**config.mk**
```make
export PLATFORM = sky130hd
export DESIGN_NAME = ambisonic_gain_encoder_zc_swap_flat
export DESIGN_NICKNAME = d
export VERILOG_FILES = /design/src/agz_pkg.sv /design/src/agz_if.sv /design/src/agz_bank.sv /design/src/agz_scale.sv /design/src/ambisonic_gain_encoder_zc_swap.sv /design/src/flat_wrapper.sv
export SDC_FILE = /design/constraint.sdc
export NUM_CORES = 2
export LEC_CHECK = 0
export BUFFER_PORTS_ARGS = -buffer_cell sky130_fd_sc_hd__buf_2
export CORE_MARGIN = 1
export CORE_UTILIZATION = 63
export CTS_CLUSTER_DIAMETER = 60
export DETAILED_ROUTE_END_ITERATION = 8
export PLACE_DENSITY = 0.82
export RECOVER_POWER = 100
export SLEW_MARGIN = 20
export SYNTH_ARGS = -nofsm -noshare
export SYNTH_HDL_FRONTEND = slang
export SYNTH_SLANG_ARGS = --single-unit
```
**constraint.sdc**
```tcl
create_clock -name i_clk -period 8.5 [get_ports i_clk]
set_clock_uncertainty 0.1 [all_clocks]
set_input_delay 0.85 -clock i_clk [delete_from_list [all_inputs] [get_ports i_clk]]
set_output_delay 0.85 -clock i_clk [all_outputs]
set_load 0.03 [all_outputs]
```
**src/agz_pkg.sv**
```systemverilog
package agz_pkg;

    // Fixed field widths.
    localparam int CMD_BITS   = 2;
    localparam int IDX_BITS   = 6;
    localparam int COEF_BITS  = 20;
    localparam int ORDER_BITS = 3;
    localparam int FRAC_SHIFT = 16;
    // Holds a channel count up to 64.
    localparam int CNT_BITS   = 7;

    // Command codes.
    localparam logic [CMD_BITS-1:0] CMD_ENCODE = 2'd0;
    localparam logic [CMD_BITS-1:0] CMD_WRITE  = 2'd1;
    localparam logic [CMD_BITS-1:0] CMD_READ   = 2'd2;

    // Configuration register indexes (register address bit 2).
    localparam logic REG_ORDER  = 1'b0;
    localparam logic REG_THRESH = 1'b1;

    // Control from the sequencer to the coefficient banks.
    typedef struct packed {
        logic                        sh_we;
        logic [IDX_BITS-1:0]         sh_waddr;
        logic signed [COEF_BITS-1:0] sh_wdata;
        logic [IDX_BITS-1:0]         sh_raddr;
        logic                        act_we;
        logic [IDX_BITS-1:0]         act_waddr;
        logic [IDX_BITS-1:0]         act_raddr;
    } t_bank_ctl;

endpackage

```
**src/agz_if.sv**
```systemverilog
// Command channel into the encoder.
interface agz_in_if import agz_pkg::*; #(
    parameter int SAMPLE_BITS = 24
) ();
    logic                          valid;
    logic                          ready;
    logic [CMD_BITS-1:0]           cmd;
    logic signed [SAMPLE_BITS-1:0] sample;
    logic [IDX_BITS-1:0]           coeff_index;
    logic signed [COEF_BITS-1:0]   coeff_value;

    modport source (output valid, cmd, sample, coeff_index, coeff_value, input ready);
    modport sink (input valid, cmd, sample, coeff_index, coeff_value, output ready);
endinterface

// Result channel out of the encoder.
interface agz_out_if import agz_pkg::*; #(
    parameter int SAMPLE_BITS = 24
) ();
    logic                          valid;
    logic                          ready;
    logic [IDX_BITS-1:0]           channel;
    logic signed [SAMPLE_BITS-1:0] result_value;
    logic                          last;

    modport source (output valid, channel, result_value, last, input ready);
    modport sink (input valid, channel, result_value, last, output ready);
endinterface

```
**src/agz_bank.sv**
```systemverilog
// Shadow and active coefficient memories. Each has one write and one
// registered read port; per-entry valid bits make unwritten entries read zero.
module agz_bank import agz_pkg::*; #(
    parameter int MAX_CHANNELS = 36
) (
    input  logic                        i_clk,
    input  logic                        i_rst_n,
    input  t_bank_ctl                   i_ctl,
    output logic signed [COEF_BITS-1:0] o_act_rdata
);

    localparam int AW = (MAX_CHANNELS > 1) ? $clog2(MAX_CHANNELS) : 1;

    logic [COEF_BITS-1:0]    r_shadow [MAX_CHANNELS];
    logic [COEF_BITS-1:0]    r_active [MAX_CHANNELS];
    logic [MAX_CHANNELS-1:0] r_sh_valid;
    logic [MAX_CHANNELS-1:0] r_act_valid;
    logic [COEF_BITS-1:0]    r_sh_rdata;
    logic                    r_sh_rvalid;
    logic [COEF_BITS-1:0]    r_act_rdata;
    logic                    r_act_rvalid;
    logic [COEF_BITS-1:0]    w_copy_data;

    // A copy moves the shadow entry read in the previous cycle.
    assign w_copy_data = r_sh_rvalid ? r_sh_rdata : '0;
    assign o_act_rdata = r_act_rvalid ? $signed(r_act_rdata) : '0;

    // Shadow memory.
    always_ff @(posedge i_clk) begin
        if (i_ctl.sh_we) begin
            r_shadow[i_ctl.sh_waddr[AW-1:0]] <= i_ctl.sh_wdata;
        end
        r_sh_rdata  <= r_shadow[i_ctl.sh_raddr[AW-1:0]];
        r_sh_rvalid <= r_sh_valid[i_ctl.sh_raddr[AW-1:0]];
    end

    // Active memory.
    always_ff @(posedge i_clk) begin
        if (i_ctl.act_we) begin
            r_active[i_ctl.act_waddr[AW-1:0]] <= w_copy_data;
        end
        r_act_rdata  <= r_active[i_ctl.act_raddr[AW-1:0]];
        r_act_rvalid <= r_act_valid[i_ctl.act_raddr[AW-1:0]];
    end

    // Valid bits, cleared at reset.
    always_ff @(posedge i_clk) begin
        if (!i_rst_n) begin
            r_sh_valid  <= '0;
            r_act_valid <= '0;
        end else begin
            if (i_ctl.sh_we) begin
                r_sh_valid[i_ctl.sh_waddr[AW-1:0]] <= 1'b1;
            end
            if (i_ctl.act_we) begin
                r_act_valid[i_ctl.act_waddr[AW-1:0]] <= 1'b1;
            end
        end
    end

endmodule

```
**src/agz_scale.sv**
```systemverilog
// Shared multiplier: registers sample times coefficient, then rounds half up
// and saturates the registered product to the sample width.
module agz_scale import agz_pkg::*; #(
    parameter int SAMPLE_BITS = 24
) (
    input  logic                          i_clk,
    input  logic                          i_en,
    input  logic signed [SAMPLE_BITS-1:0] i_sample,
    input  logic signed [COEF_BITS-1:0]   i_coeff,
    output logic signed [SAMPLE_BITS-1:0] o_result
);

    localparam int PW = SAMPLE_BITS + COEF_BITS;
    localparam logic [PW:0] ROUND = (PW + 1)'(64'd1 << (FRAC_SHIFT - 1));

    logic signed [PW-1:0] r_prod;
    logic [PW:0]          w_sum;
    logic [PW-FRAC_SHIFT-SAMPLE_BITS+1:0] w_top;

    // Product register.
    always_ff @(posedge i_clk) begin
        if (i_en) begin
            r_prod <= PW'(i_sample) * PW'(i_coeff);
        end
    end

    // Round half up, then clamp when the kept bits do not fit.
    assign w_sum = {r_prod[PW-1], r_prod} + ROUND;
    assign w_top = w_sum[PW:FRAC_SHIFT+SAMPLE_BITS-1];

    always_comb begin
        if ((&w_top) || !(|w_top)) begin
            o_result = $signed(w_sum[FRAC_SHIFT+SAMPLE_BITS-1:FRAC_SHIFT]);
        end else if (w_sum[PW]) begin
            o_result = {1'b1, {(SAMPLE_BITS-1){1'b0}}};
        end else begin
            o_result = {1'b0, {(SAMPLE_BITS-1){1'b1}}};
        end
    end

endmodule

```
**src/ambisonic_gain_encoder_zc_swap.sv**
```systemverilog
// Ambisonic gain encoder with a zero-crossing coefficient swap.
// i_in carries commands: encode a sample, write a shadow coefficient, or read
// an active coefficient. o_out carries results (channel, value, last).
// Registers sit on the APB port: ambisonic order at 0x0, swap threshold at 0x4.
// An encode gives N = (order+1)^2 results (capped at MAX_CHANNELS) from one
// shared multiplier: S_RD reads the first coefficient, then S_MUL registers
// the product and S_OUT loads the rounded result, once per channel.
// When a swap is pending and the sample magnitude is below the threshold, the
// whole shadow bank is first copied into the active bank, one entry per pass
// through S_COPY_RD and S_COPY_WR. A coefficient write gives no result; a read
// gives one result, loaded into the output register from S_RDCMD.
// i_in.ready is high only while the sequencer is idle. Results go through an
// output register, so a new item may be taken while the last result of the
// previous one waits; a stalled receiver holds the sequencer at its next result.
// Synchronous reset clears both coefficient banks to zero, the swap flag, and
// restores order 1 and a threshold of about 1e-3 of full scale.
module ambisonic_gain_encoder_zc_swap import agz_pkg::*; #(
    parameter int MAX_CHANNELS = 36,
    parameter int SAMPLE_BITS  = 24
) (
    input  logic          i_clk,
    input  logic          i_rst_n,
    agz_in_if.sink        i_in,
    agz_out_if.source     o_out,
    input  logic          psel,
    input  logic          penable,
    input  logic          pwrite,
    input  logic [2:0]    paddr,
    input  logic [31:0]   pwdata,
    output logic [31:0]   prdata,
    output logic          pready
);

    localparam int AW = (MAX_CHANNELS > 1) ? $clog2(MAX_CHANNELS) : 1;
    localparam logic [SAMPLE_BITS-2:0] THRESH_RESET =
        (SAMPLE_BITS - 1)'(((64'd1 << (SAMPLE_BITS - 1)) + 64'd500) / 64'd1000);

    typedef enum logic [2:0] {
        S_IDLE,
        S_COPY_RD,
        S_COPY_WR,
        S_RD,
        S_MUL,
        S_OUT,
        S_RDCMD
    } t_state;

    t_state                        r_state;
    logic [AW-1:0]                 r_cnt;
    logic signed [SAMPLE_BITS-1:0] r_sample;
    logic [IDX_BITS-1:0]           r_idx;
    logic                          r_inrange;
    logic                          r_pending;
    logic [ORDER_BITS-1:0]         r_order;
    logic [SAMPLE_BITS-2:0]        r_thresh;
    logic                          r_out_valid;
    logic [IDX_BITS-1:0]           r_out_channel;
    logic signed [SAMPLE_BITS-1:0] r_out_value;
    logic                          r_out_last;

    logic                          w_in_acc;
    logic                          w_out_free;
    logic                          w_out_load;
    logic [3:0]                    w_ord_p1;
    logic [7:0]                    w_sq;
    logic [CNT_BITS-1:0]           w_nchan;
    logic                          w_idx_ok;
    logic [SAMPLE_BITS-1:0]        w_mag;
    logic                          w_swap;
    logic                          w_last_ch;
    logic                          w_copy_end;
    logic [AW-1:0]                 w_cnt_inc;
    logic                          w_cfg_we;
    t_bank_ctl                     w_bank_ctl;
    logic signed [COEF_BITS-1:0]   w_act_rdata;
    logic signed [SAMPLE_BITS-1:0] w_scaled;
    logic signed [SAMPLE_BITS-1:0] w_rd_value;

    // Handshakes.
    assign i_in.ready = (r_state == S_IDLE);
    assign w_in_acc   = i_in.valid && (r_state == S_IDLE);
    assign w_out_free = !r_out_valid || o_out.ready;
    assign w_out_load = ((r_state == S_OUT) || (r_state == S_RDCMD)) && w_out_free;

    assign o_out.valid        = r_out_valid;
    assign o_out.channel      = r_out_channel;
    assign o_out.result_value = r_out_value;
    assign o_out.last         = r_out_last;

    // Channel count: (order+1)^2 capped at the bank depth.
    assign w_ord_p1 = {1'b0, r_order} + 4'd1;
    assign w_sq     = w_ord_p1 * w_ord_p1;
    assign w_nchan  = (w_sq > 8'(MAX_CHANNELS)) ? CNT_BITS'(MAX_CHANNELS)
                                                : w_sq[CNT_BITS-1:0];
    assign w_idx_ok = ({1'b0, i_in.coeff_index} < w_nchan);

    // Swap test on the incoming sample magnitude.
    assign w_mag  = i_in.sample[SAMPLE_BITS-1] ? SAMPLE_BITS'(-i_in.sample)
                                               : SAMPLE_BITS'(i_in.sample);
    assign w_swap = r_pending && (w_mag < {1'b0, r_thresh});

    assign w_last_ch  = (CNT_BITS'(r_cnt) == (w_nchan - CNT_BITS'(1)));
    assign w_copy_end = (r_cnt == AW'(MAX_CHANNELS - 1));
    assign w_cnt_inc  = r_cnt + AW'(1);

    // Bank control.
    always_comb begin
        w_bank_ctl          = '0;
        w_bank_ctl.sh_we    = w_in_acc && (i_in.cmd == CMD_WRITE) && w_idx_ok;
        w_bank_ctl.sh_waddr = i_in.coeff_index;
        w_bank_ctl.sh_wdata = i_in.coeff_value;
        w_bank_ctl.sh_raddr = IDX_BITS'(r_cnt);
        w_bank_ctl.act_we   = (r_state == S_COPY_WR);
        w_bank_ctl.act_waddr = IDX_BITS'(r_cnt);
        case (r_state)
            S_IDLE:  w_bank_ctl.act_raddr = w_idx_ok ? i_in.coeff_index : '0;
            S_RDCMD: w_bank_ctl.act_raddr = r_inrange ? r_idx : '0;
            S_OUT:   w_bank_ctl.act_raddr = w_last_ch ? '0 : IDX_BITS'(w_cnt_inc);
            default: w_bank_ctl.act_raddr = IDX_BITS'(r_cnt);
        endcase
    end

    agz_bank #(
        .MAX_CHANNELS (MAX_CHANNELS)
    ) u_bank (
        .i_clk       (i_clk),
        .i_rst_n     (i_rst_n),
        .i_ctl       (w_bank_ctl),
        .o_act_rdata (w_act_rdata)
    );

    agz_scale #(
        .SAMPLE_BITS (SAMPLE_BITS)
    ) u_scale (
        .i_clk    (i_clk),
        .i_en     (r_state == S_MUL),
        .i_sample (r_sample),
        .i_coeff  (w_act_rdata),
        .o_result (w_scaled)
    );

    // Read result: coefficient sign-extended, zero when out of range.
    assign w_rd_value = r_inrange ? SAMPLE_BITS'(w_act_rdata) : '0;

    // Configuration port.
    assign pready   = 1'b1;
    assign w_cfg_we = psel && penable && pwrite && pready;
    always_comb begin
        case (paddr[2])
            REG_ORDER:  prdata = 32'(r_order);
            REG_THRESH: prdata = 32'(r_thresh);
            default:    prdata = '0;
        endcase
    end

    // Sequencer, configuration and output register.
    always_ff @(posedge i_clk) begin
        if (!i_rst_n) begin
            r_state     <= S_IDLE;
            r_cnt       <= '0;
            r_pending   <= 1'b0;
            r_order     <= ORDER_BITS'(1);
            r_thresh    <= THRESH_RESET;
            r_out_valid <= 1'b0;
            r_inrange   <= 1'b0;
        end else begin
            if (w_cfg_we) begin
                case (paddr[2])
                    REG_ORDER:  r_order  <= pwdata[ORDER_BITS-1:0];
                    REG_THRESH: r_thresh <= pwdata[SAMPLE_BITS-2:0];
                    default:    ;
                endcase
            end

            // A new result fills the output register; a taken one empties it.
            if (w_out_load) begin
                r_out_valid <= 1'b1;
            end else if (o_out.ready) begin
                r_out_valid <= 1'b0;
            end

            case (r_state)
                S_IDLE: begin
                    if (w_in_acc) begin
                        r_sample  <= i_in.sample;
                        r_idx     <= i_in.coeff_index;
                        r_inrange <= w_idx_ok;
                        r_cnt     <= '0;
                        case (i_in.cmd)
                            CMD_ENCODE: r_state <= w_swap ? S_COPY_RD : S_RD;
                            CMD_WRITE: begin
                                if (w_idx_ok) begin
                                    r_pending <= 1'b1;
                                end
                            end
                            CMD_READ:   r_state <= S_RDCMD;
                            default:    ;
                        endcase
                    end
                end
                S_COPY_RD: r_state <= S_COPY_WR;
                S_COPY_WR: begin
                    if (w_copy_end) begin
                        r_cnt     <= '0;
                        r_pending <= 1'b0;
                        r_state   <= S_RD;
                    end else begin
                        r_cnt   <= w_cnt_inc;
                        r_state <= S_COPY_RD;
                    end
                end
                S_RD:  r_state <= S_MUL;
                S_MUL: r_state <= S_OUT;
                S_OUT: begin
                    if (w_out_free) begin
                        r_out_channel <= IDX_BITS'(r_cnt);
                        r_out_value   <= w_scaled;
                        r_out_last    <= w_last_ch;
                        if (w_last_ch) begin
                            r_state <= S_IDLE;
                        end else begin
                            r_cnt   <= w_cnt_inc;
                            r_state <= S_MUL;
                        end
                    end
                end
                S_RDCMD: begin
                    if (w_out_free) begin
                        r_out_channel <= r_idx;
                        r_out_value   <= w_rd_value;
                        r_out_last    <= 1'b1;
                        r_state       <= S_IDLE;
                    end
                end
                default: r_state <= S_IDLE;
            endcase
        end
    end

endmodule

```
**src/flat_wrapper.sv**
```systemverilog
// flat-port wrapper written by rule: the top's interface ports become plain ports
module ambisonic_gain_encoder_zc_swap_flat import agz_pkg::*;
#(
    parameter int MAX_CHANNELS = 36,
    parameter int SAMPLE_BITS  = 24
)
  (i_clk, i_rst_n, psel, penable, pwrite, paddr, pwdata, prdata, pready, i_in_valid, i_in_cmd, i_in_sample, i_in_coeff_index, i_in_coeff_value, i_in_ready, o_out_valid, o_out_channel, o_out_result_value, o_out_last, o_out_ready);
  agz_in_if #(.SAMPLE_BITS(SAMPLE_BITS)) i_in_i ();
  agz_out_if #(.SAMPLE_BITS(SAMPLE_BITS)) o_out_i ();
  input  logic i_clk;
  input  logic i_rst_n;
  input  logic psel;
  input  logic penable;
  input  logic pwrite;
  input  logic [2:0] paddr;
  input  logic [31:0] pwdata;
  output logic [31:0] prdata;
  output logic pready;
  input wire logic [$bits(i_in_i.valid)-1:0] i_in_valid;
  input wire logic [$bits(i_in_i.cmd)-1:0] i_in_cmd;
  input wire logic [$bits(i_in_i.sample)-1:0] i_in_sample;
  input wire logic [$bits(i_in_i.coeff_index)-1:0] i_in_coeff_index;
  input wire logic [$bits(i_in_i.coeff_value)-1:0] i_in_coeff_value;
  output wire logic [$bits(i_in_i.ready)-1:0] i_in_ready;
  output wire logic [$bits(o_out_i.valid)-1:0] o_out_valid;
  output wire logic [$bits(o_out_i.channel)-1:0] o_out_channel;
  output wire logic [$bits(o_out_i.result_value)-1:0] o_out_result_value;
  output wire logic [$bits(o_out_i.last)-1:0] o_out_last;
  input wire logic [$bits(o_out_i.ready)-1:0] o_out_ready;
  assign i_in_i.valid = i_in_valid;
  assign i_in_i.cmd = i_in_cmd;
  assign i_in_i.sample = i_in_sample;
  assign i_in_i.coeff_index = i_in_coeff_index;
  assign i_in_i.coeff_value = i_in_coeff_value;
  assign i_in_ready = i_in_i.ready;
  assign o_out_valid = o_out_i.valid;
  assign o_out_channel = o_out_i.channel;
  assign o_out_result_value = o_out_i.result_value;
  assign o_out_last = o_out_i.last;
  assign o_out_i.ready = o_out_ready;
  ambisonic_gain_encoder_zc_swap #(.MAX_CHANNELS(MAX_CHANNELS), .SAMPLE_BITS(SAMPLE_BITS)) u_core (.i_clk(i_clk), .i_rst_n(i_rst_n), .i_in(i_in_i), .o_out(o_out_i), .psel(psel), .penable(penable), .pwrite(pwrite), .paddr(paddr), .pwdata(pwdata), .prdata(prdata), .pready(pready));
endmodule
```
==> summary.txt <==
Detailed routing
  • Drt wl/cell: between 20 and 30 µm
  • DR vias/cell: 6.68
  • Antenna Nets Post-Route: 0
  • Initial detailed-routing violation count: just under 9000
  • Drt total wl: 237 mm
  • Vias post-DR: about 57000
  • DRC Markers: 0
  • Pre-Repair DR Iteration Count: 9

STA
  • Final Cycle Share: 96.8%
  • Fin. max-slew vios: between 3000 and 4000
  • Final setup fails: 0
  • Final Hold Viols: 0
  • Peak Freq: roughly 120 MHz
  • Slew HR: -255%
  • Unrepaired setup endpoints after global routing: false
  • Worst setup margin: 272 ps
  • Worst Max-Slew Pin Slew: around 5300 ps
  • Final min period: between 8000 and 9000 ps
  • Setup TNS Final: 0 ps

Setup path
  • Delay-heaviest family, CP: simple AND/OR/NAND/NOR gates
  • Setup crit end kind: flop
  • CP Class: reg -> reg
  • Slowest stage cell, crit path: and2_4
  • CP Launch Type: flop
  • Cell chain of the critical path: inv_1, ha_1, and2_0, ha_1, and4b_1, or4_1, a21oi_1, inv_1, ha_1, o21ai_0, a21oi_1, nor2_1, a211oi_1, o31ai_1, clkbuf_2, a21oi_1, clkbuf_1, and2_4, nor3_1, a32o_1, or4_1, a31oi_1
  • Crit-path max FO: just under 70
  • CP bufs+invs: 4
  • CP startpoint: u_core.r_order[0]
  • Critical path arrival: between 8000 and 9000 ps
  • Req. time, crit path: about 9000 ps
  • Reg2reg start: u_core.r_order[0]
  • Slowest stage delay, CP: between 800 and 900 ps

Clock tree
  • Clock Path Buffers: 3
  • CTS root buf: clkbuf_16
  • Num CTS Buffers: roughly 170
  • Clock sinks: 1682
  • CTS tree: yes
  • Skew-Pair Late Insertion Delay: between 800 and 900 ps
  • Worst-path clk slew: around 60 ps
  • Hold buffer count at cts: 0
  • Htree depth: 4

Run status
  • Status: finished, violations left
  • Failing checks: capacitance limit, slew limit

Floorplan
  • DIE AREA: between 100000 and 150000 µm²
  • Core Area: between 100000 and 150000 µm²
  • Io pins: 160
  • Die X: around 360 µm
  • Starting density of the core: 63.8%
  • Standard-cell rows: 132
  • Die H: between 300 and 400 µm

Final layout
  • Nets: 7417
  • Register area: between 40000 and 50000 µm²
  • Final instance area: ~91000 µm²
  • Non-Filler Instances: between 8000 and 9000
  • Most frequent cells in the layout: edfxtp_1 (1530), nand2_1 (1085), inv_1 (556)
  • Share of cells above drive strength 1: approximately 8.0%
  • Area growth, synth to finish: 9.86%
  • Multi-input combinational cell area: about 30000 µm²
  • Commonest non-fill, non-tap cell in the layout: edfxtp_1
  • FILL cells: ~8400

Global route
  • Vias in the first global route: a little under 60000
  • First-pass GRT wire length: around 350 mm
  • Largest net degree at the start of global routing: 152
  • GRT overflow: 0
  • Initial antenna violation count: 26
  • Overall routing resource usage: 35.7%

Worst hold path
  • Hold Crit Class: in -> reg
  • Hold Startpoint: pwdata[8]

Power and ir drop
  • VDD IR max: a little under 0.6 mV
  • Pleak: 34.1 nW
  • Pwr Density: approximately 340 nW/µm²
  • Final Total Pwr: ~0.031 W

Placement
  • HPWL Detailed: ~140 mm
  • GPL Wtd Cong: ~0.96
  • Inst Count DP: 8256
  • # port buffers: about 140
  • Placed cell areas: roughly 86000 µm²
  • Worst Setup Slack post-DPL: about 120 ps

Synthesis
  • Syn Std Cell Area: 83000 µm²
  • Syn_area_per_cell: 12.6 µm²
  • Number of synthesized flops with an enable pin: around 1500
  • Seq/Total Area, Yosys: 59.0%
  • Synth async-reset ratio: 0%
  • Synth Warn #: 0
  • Prevailing post-synth register cell: edfxtp_1
  • Flops & latches, synth: about 1700
  • Yosys cell types: 80
  • Synth Instances: ~6600

Flow run
  • Max capacitance violation total: 109
==> area by class of cell <==
class | instances | share of cell area, %
clock inverter | 93 | 1.16
tap | 1742 | 2.39
antenna | 12 | 0.0329
sequential | 1682 | 53.7
inverter | 558 | 2.30
timing repair buffer | 324 | 2.01
multi-input combinational | 3951 | 33.3
clock buffer | 217 | 5.03
==> cell families after synthesis <==
kind of cell    after synthesis  synth area share (%)
simple gates               2258                  12.4
flops                      1682                  59.0
buf+inv                     962                  4.53
compound gates              852                  7.38
fa+ha+maj                   640                  14.1
mux                         102                  1.66
xor+xnor                     88                 0.929
other cells                   2               0.00905
==> path summary, 6_finish.rpt <==
| kind | cells past startpoint | endpoint | slack (ps) |
|---|---|---|---|
| setup / recovery | 22 | u_core.u_bank.r_act_rdata[0] | 270 |
| hold / removal | 3 | u_core.r_thresh[8] | 170 |
| hold reg to reg | 2 | u_core.r_thresh[10] | 370 |
| setup reg to reg | 22 | u_core.u_bank.r_act_rdata[0] | 270 |
==> metrics by stage <==
stage / util, % / hold WS [ps]
floorplan: - / 335
global placement: 66.2 / 343
detailed placement: 66.2 / 358
CTS: 70.6 / 135
global route: 70.0 / 169
finish: 70.1 / 173
==> synth_stat cells (42+ instances only) <==
cell / n / area share [%]
a221oi_1: 53 / 0.56
nand3_1: 332 / 2.0
clkbuf_1: 276 / 1.2
fa_1: 491 / 12
xnor2_1: 56 / 0.59
a22oi_1: 223 / 2.0
mux2i_1: 50 / 0.60
buf_2: 80 / 0.48
o21ai_0: 80 / 0.48
a211oi_1: 45 / 0.41
dfxtp_1: 152 / 3.7
ha_1: 149 / 2.2
a21oi_1: 130 / 0.78
nand2_1: 1086 / 4.9
edfxtp_1: 1530 / 55
nand4_1: 86 / 0.65
a22o_1: 42 / 0.44
and2_1: 57 / 0.43
nor2_1: 313 / 1.4
inv_1: 556 / 2.5
and3_1: 232 / 1.7
a31oi_1: 66 / 0.50
==> worst register-to-register path, cell delays in order (launching register included) <==
cell and delay (ps):
dfxtp_1 530, inv_1 160, ha_1 350, and2_0 150
ha_1 340, and4b_1 250, or4_1 560, a21oi_1 270
inv_1 90, ha_1 300, o21ai_0 70, a21oi_1 110
nor2_1 50, a211oi_1 620, o31ai_1 130, clkbuf_2 260
a21oi_1 250, clkbuf_1 500, and2_4 880, nor3_1 430
a32o_1 370, or4_1 630, a31oi_1 620
==> metal layers <==
layer	share of wire [%]	vias up	wire, µm	track usage (%)
li1	-	23543	-	-
met1	33	28099	77900	44.3
met2	46	4607	109000	55.7
met3	14	1037	33300	10.6
met4	6.8	30	16100	21.7
met5	0.11	-	267	0
==> what timing repair did <==
action / 4_1_cts / 5_1_grt
endpoints found under the setup margin: 0 / 9
setup buffers: 0 / 1
hold endpoints to repair: 0 / 0
resized for setup: 0 / 3
==> registers in the layout, indices dropped and copies added, names as in the netlist <==
signal and count:
u_core.r_thresh 23, u_core.o_out.last 1, u_core.u_bank.r_sh_valid 36, u_core.u_bank.r_act_valid 36, u_core.u_bank.r_sh_rvalid 1, u_core.r_idx 6, u_core.r_sample 24, u_core.r_cnt 6
u_core.o_out.result_value 24, u_core.o_out.channel 6, u_core.r_state 3, u_core.u_bank.r_act_rdata 20, u_core.r_inrange 1, u_core.u_bank.r_act_rvalid 1, u_core.r_order 3, u_core.u_scale.r_prod 29
u_core.u_bank.r_shadow 720, u_core.u_bank.r_sh_rdata 20, u_core.o_out.valid 1, u_core.u_bank.r_active 720, u_core.r_pending 1
==> power breakdown <==
| part | total [W] | switching (W) | internal [W] |
|---|---|---|---|
| registers | 0.00991 | 0.000304 | 0.00961 |
| clock network | 0.00758 | 0.00323 | 0.00435 |
| logic | 0.0137 | 0.00826 | 0.00545 |
No activity file was read; power rests on OpenSTA's default activity.
